## src/hw/rtl/krt_pkg.sv

```systemverilog
// ----------------------------------------------------------------------------
// krt_pkg
// Shared types and constants of the keyed record table.
// ----------------------------------------------------------------------------
package krt_pkg;

	localparam int CAPACITY   = 64;
	localparam int IDX_W      = (CAPACITY > 1) ? $clog2(CAPACITY) : 1;
	localparam int CNT_W      = $clog2(CAPACITY + 1);
	localparam int OBUF_DEPTH = 4;
	localparam int OPTR_W     = $clog2(OBUF_DEPTH);
	localparam int OLVL_W     = $clog2(OBUF_DEPTH + 1);

	typedef enum logic [1:0] {
		OP_INSERT = 2'd0,
		OP_UPDATE = 2'd1,
		OP_REMOVE = 2'd2,
		OP_LIST   = 2'd3
	} opcode_t;

	typedef enum logic [2:0] {
		ST_OK      = 3'd0,
		ST_FULL    = 3'd1,
		ST_DUP     = 3'd2,
		ST_MISSING = 3'd3,
		ST_NEG     = 3'd4
	} status_t;

	typedef struct packed {
		logic [31:0] key;
		logic [30:0] qty;
		logic [63:0] name;
	} record_t;

	typedef struct packed {
		status_t     status;
		logic        entry_valid;
		logic [31:0] key;
		logic [30:0] qty;
		logic [63:0] name;
		logic        last;
	} result_t;

endpackage

```

## src/hw/rtl/krt_obuf.sv

```systemverilog
// ----------------------------------------------------------------------------
// krt_obuf
// Small result queue in front of the output channel. It reports its fill
// level so that the sequencer can reserve room before it reads a record.
// ----------------------------------------------------------------------------
module krt_obuf (
	input  logic                           clk,
	input  logic                           arst_n,
	input  logic                           push,
	input  krt_pkg::result_t               push_data,
	output logic [krt_pkg::OLVL_W-1:0]     level,
	output logic                           rsp_valid,
	input  logic                           rsp_stall,
	output krt_pkg::result_t               rsp_data
);
	import krt_pkg::*;

	result_t             buf_q [OBUF_DEPTH];
	logic [OPTR_W-1:0]   wr_ptr_q;
	logic [OPTR_W-1:0]   rd_ptr_q;
	logic [OLVL_W-1:0]   level_q;
	logic                pop;

	assign rsp_valid = (level_q != '0);
	assign pop       = rsp_valid && !rsp_stall;
	assign rsp_data  = buf_q[rd_ptr_q];
	assign level     = level_q;

	always_ff @(posedge clk) begin
		if (push) begin
			buf_q[wr_ptr_q] <= push_data;
		end
	end

	always_ff @(posedge clk or negedge arst_n) begin
		if (!arst_n) begin
			wr_ptr_q <= '0;
			rd_ptr_q <= '0;
			level_q  <= '0;
		end else begin
			if (push) begin
				wr_ptr_q <= wr_ptr_q + OPTR_W'(1);
			end
			if (pop) begin
				rd_ptr_q <= rd_ptr_q + OPTR_W'(1);
			end
			if (push && !pop) begin
				level_q <= level_q + OLVL_W'(1);
			end else if (pop && !push) begin
				level_q <= level_q - OLVL_W'(1);
			end
		end
	end

endmodule

```

## config.mk

```make
export PLATFORM = sky130hd
export DESIGN_NAME = krt_obuf
export DESIGN_NICKNAME = d
export VERILOG_FILES = /design/src/hw/rtl/krt_pkg.sv /design/src/hw/rtl/krt_obuf.sv
export SDC_FILE = /design/constraint.sdc
export NUM_CORES = 1
export LEC_CHECK = 0
export ABC_AREA = 1
export CORE_MARGIN = 2
export CORE_UTILIZATION = 25
export CTS_BUF_LIST = sky130_fd_sc_hd__clkbuf_8
export CTS_CLUSTER_DIAMETER = 120
export CTS_CLUSTER_SIZE = 20
export DETAILED_ROUTE_END_ITERATION = 10
export DONT_BUFFER_PORTS = 1
export MAX_ROUTING_LAYER = met4
export PLACE_DENSITY = 0.44
export SYNTH_ARGS = -nofsm -noshare
export SYNTH_HDL_FRONTEND = slang
export SYNTH_SLANG_ARGS = --single-unit
```

## constraint.sdc

```tcl
create_clock -name clk -period 7 [get_ports clk]
set_clock_uncertainty 0.1 [all_clocks]
set_input_delay 1.05 -clock clk [delete_from_list [all_inputs] [get_ports clk]]
set_output_delay 1.05 -clock clk [all_outputs]
set_load 0.03 [all_outputs]
```

Yosys cells after proc, flatten, opt, wreduce, memory -nomap -nowiden
Memories as Yosys holds them, arrays and structs flattened. Index checks and enable logic that the tools add are counted.

Register bits: 7. RAM bits: 528. Bits of input ports: 136. Output and inout port bits: 136. Memories: 1.

Memories: buf_q (words 4, bits a word 132, read ports 1, clocked after Yosys merged registers in 0, wr ports 1, line krt_obuf.sv:18) `result_t buf_q [OBUF_DEPTH];`.

Add/sub/neg operators: 4. Mux-type cells: 4. Reductions and logical operators: 8.

Operators by type and width (number): 3-bit two-way mux (2); 2-bit by 1-bit adder with 2-bit output, second input constant (2); 3-bit by 1-bit adder with 3-bit output, second input constant (1); 1-bit logical AND (3); 1-bit zero test (3); 3-bit nonzero test (1); 3-bit by 1-bit subtractor with 3-bit output, second input constant (1); 1-bit two-way mux (2); 2-bit nonzero test (1).

Logic depth before layout (Yosys ltp)
Word-level depth: 5. Depth in mapped cells: 11. Gate-level depth less buffers: 11.

Worst setup path after synthesis
Ideal clock, no wire load.

Path type: input to register. Start point: input port push. End point: memory buf_q[1][0] in the netlist's numbering, enable pin. Data arrival time: 3.894 ns. Required time: 6.415 ns. Setup slack: 2.521 ns. Cell stages on the path: 3. Path through: clkbuf_1 > nand2_1 > inv_1.

Word-level cells in the longest chain between the ends: 2.

RTL lines: start: declaration (line krt_obuf.sv:9) `input logic push,`; 1-bit two-way mux (line krt_obuf.sv:30) `if (push) begin`; 1-bit two-way mux (not written as such) (line krt_obuf.sv:31) `buf_q[wr_ptr_q] <= push_data;`; end: declaration (line krt_obuf.sv:18).

No other way between the ends.

==> flow_summary_export.csv <==
group,metric,value,unit
run_status,status,"finished, final reports clean",
yosys,yosys.area_share.simple,7.335,%
timing,fin_hold_ws,0.3185,ns
grt,pin_count_of_the_biggest_net_entering_global_routing,241,
worst_setup_path,start_kind,"flop",
clocking,ctsLongestPathBuffers,3,
clocking,insertion_delay,0.70,ns
clocking,htreeDepth,1,
timing,maxClockFrequency,220.6,MHz
timing,post-route-period-util,64.77,%
worst_setup_path,worst_setup_path_end_kind,"output port",
worst_setup_path,worstPathMaxFanout,240,
clocking,cts_made_buffers,30,
yosys,synth.area.mux_share,0,%
clocking,clkSlewWorstSetupHoldPaths,0.13,ns
worst_setup_path,worstPathArrival,3.38,ns
yosys,synth.area.top_cells,"edfxtp_1 (73%), o211ai_1 (8.5%), nand2_1 (7.2%)",
die,die_boundary_height,298.1,um
place,hpwlAfterDp,28.78,mm
timing,count_of_final_hold_check_violations,0,
worst_setup_path,critPathCapture,"rsp_data[61]",
yosys,yosys.area.top_type,"edfxtp_1",
grt,first_global_vias,11240,
die,floorplan.die_area,88880,um2
routing,drt-vias-per-instance,4.111,
routing,ant_nets,0,
die,chipWidth,298.1,um
worst_setup_path,critical_setup_path_class,"flop to output port",
layout,post-route-cell-area,22970,um2
grt,grt_use_total,10.89,%
yosys,syn-instance-count,1594,
worst_setup_path,setup_slack_of_the_worst_register_to_register_path,4.50,ns
place,place.port_buffers,0,
worst_setup_path,setup.worst_path.start,"rd_ptr_q[0]$_DFFE_PN0P_",
timing,final-setup-viol-count,0,
place,place_area,22440,um2
min_path,worst_hold_path_type,"input port to flop",
worst_setup_path,critical_path_required,5.85,ns
yosys,synth_compound_area_share,9.649,%
yosys,yosys.area_share.adder,0.3818,%
timing,slew_headroom,26.07,%
routing,dr.pass1.iters,4,
layout,fill_cells,8841,
clocking,clock-root-buffer,"clkbuf_8",
routing,drt-initial-drc-count,582,
clocking,ctsHoldBuffers,1,
timing,timing.final.crit_period,4.534,ns
yosys,ys_ff_latch,535,
layout,fin_nets,1695,
yosys,syn_area,21630,um2
die,io-pin-count,272,
routing,drt-total-wl,48.30,mm
grt,most_crowded_layer_after_global_routing,"met2",
grt,grt_first_pass_wirelength,71.56,mm
worst_setup_path,startpoint_of_the_worst_register_to_register_path,"wr_ptr_q[0]$_DFFE_PN0P_",
timing,timing.final.max_slew_violations,0,
layout,seq_area,16030,um2
grt,grtUsageMet1,12.27,%
grt,antenna_violations_before_repair,5,
yosys,synthesis.area_per_instance,13.57,um2
clocking,cts_sinks,535,
grt,grt.overflow.total,0,
die,floorplan.initialDensity,25.32,%
timing,timing.setup.tns,0,ns
yosys,post_synth_num_cell_types,19,
worst_setup_path,worstRegToRegCells,4,
clocking,cts.repair_timing.setup_buffer_count,0,
clocking,cts-resized-gates,0,
pwr,peakVddDrop,0.0002916,V
yosys,yosys.area_share.xor_xnor,0.08099,%
die,total_number_of_placement_rows,107,
timing,tightest_slew,1.109,ns
flow_run,maxCapViolCount,0,
routing,routedWlPerCell,17.72,um
layout,drive_above_1_share,4.665,%
clocking,clock_tree_from_tritoncts,"done",
die,core-area,85410,um2
yosys,yosysSeqAreaShare,74.12,%
worst_setup_path,crit-reg2reg-capture,"buf_q[3][30]$_DFFE_PP_",
layout,synthToLayoutAreaGrowth,6.190,%
yosys,synthesis.nets,1736,
grt,groute.layer.met3.usage,4.055,%
yosys,synth_top_family_by_area,"compound AO/OA/AOI/OAI gates",
pwr,total_leakage_power,8.375,nW
layout,multi_input_comb_area,3774,um2
yosys,synth_top_area_share,73.31,%
pwr,p_per_area,414.8,nW/um2
yosys,yosys_warnings,0,
timing,rsz0062_at_grt,"false",
grt,use_met2,18.44,%
place,globalplace.congestion,0.7503,
routing,drc_markers,0,
routing,route.vias.total,11200,
[state kept, by name, indices dropped and copies added, names as in the netlist]
signal and cells:
level 3, rd_ptr_q 2, buf_q 528, wr_ptr_q 2
[worst min path at each step]
stage                                        from                 endpoint  slack (ns)  depth (start not counted)
after floorplan           wr_ptr_q[0]$_DFFE_PN0P_  wr_ptr_q[0]$_DFFE_PN0P_        0.39                          1
after global placement    wr_ptr_q[0]$_DFFE_PN0P_  wr_ptr_q[0]$_DFFE_PN0P_        0.41                          1
after detailed placement  wr_ptr_q[0]$_DFFE_PN0P_  wr_ptr_q[0]$_DFFE_PN0P_        0.42                          1
after CTS                                    push  wr_ptr_q[0]$_DFFE_PN0P_        0.22                          1
after global routing                         push  wr_ptr_q[0]$_DFFE_PN0P_        0.23                          1
final                                        push  wr_ptr_q[0]$_DFFE_PN0P_        0.32                          1
[cells by family after synthesis]
family | after synthesis
AO/OA/AOI/OAI | 265
XOR/XNOR | 2
adder cells (fa/ha/maj) | 6
buffers and inverters | 365
flip-flops | 535
AND/OR/NAND/NOR | 421
[cell usage in the layout, fill, tap and decap left out]
cell	n
buf_4	13
clkbuf_8	31
fa_1	1
dlygate4sd3_1	1
inv_1	283
o21ai_0	1
nand4_1	1
dfrtp_1	6
inv_6	5
xor2_1	1
buf_12	1
nor2_1	2
edfxtp_1	528
ha_1	5
nand3_1	3
o211ai_2	20
nand2_1	415
clkinvlp_4	1
diode_2	16
xnor2_1	1
o211ai_1	244
dfrtp_4	1
inv_16	1
[final cells by class]
cell class              count  area share (%)
diodes                     16          0.1743
clock buffers              31           1.858
clock inverters            13          0.2288
inverters                 277           4.707
multi-input cells         694           16.43
flip-flops and latches    535           69.81
well taps                1144           6.232
repair buffers             15          0.5557
[per-stage QoR]
step                      setup WS, ns  std cells  utilization [%]  power (W)
after global placement           3.305       2664            26.27   0.008315
after global routing             2.265       2725            26.89    0.01014
after detailed placement         3.408       2664            26.27   0.008368
final                            2.466       2725            26.89   0.009527
after floorplan                  2.521       1594                -   0.007795
after CTS                        2.584       2709            26.84   0.009751
[cell usage after synthesis]
library cell and count:
buf_2 14, ha_1 5, xor2_1 1, nor2_1 2, o211ai_1 244, inv_1 275
nand4_1 1, dfrtp_1 7, edfxtp_1 528, buf_4 15, clkbuf_1 9, fa_1 1
o21ai_0 1, xnor2_1 1, nand2_1 415, inv_4 2, buf_6 50, o211ai_2 20
nand3_1 3
[layer usage]
metal  wire (um)  part of all wire (%)
met1       20060                    42
met2       23430                    49
met3        4048                   8.4
met4         765                   1.6
met5           0                     0
[power breakdown]
| group | switching (W) | total [W] | leakage (nW) | internal (W) |
|---|---|---|---|---|
| clock network | 0.000949 | 0.00135 | 0.287 | 0.000406 |
| registers | 0.000194 | 0.00438 | 4.93 | 0.00418 |
| logic | 0.00313 | 0.00380 | 3.16 | 0.000666 |
| total | 0.00427 | 0.00953 | 8.37 | 0.00525 |
[worst max-delay path: stages (launching register included)]
cell and delay (ns):
dfrtp_1 0.52, inv_16 0.39, buf_4 0.76, o211ai_1 0.25, nand2_1 0.31
Note: power is estimated with default switching activity, not from simulation.
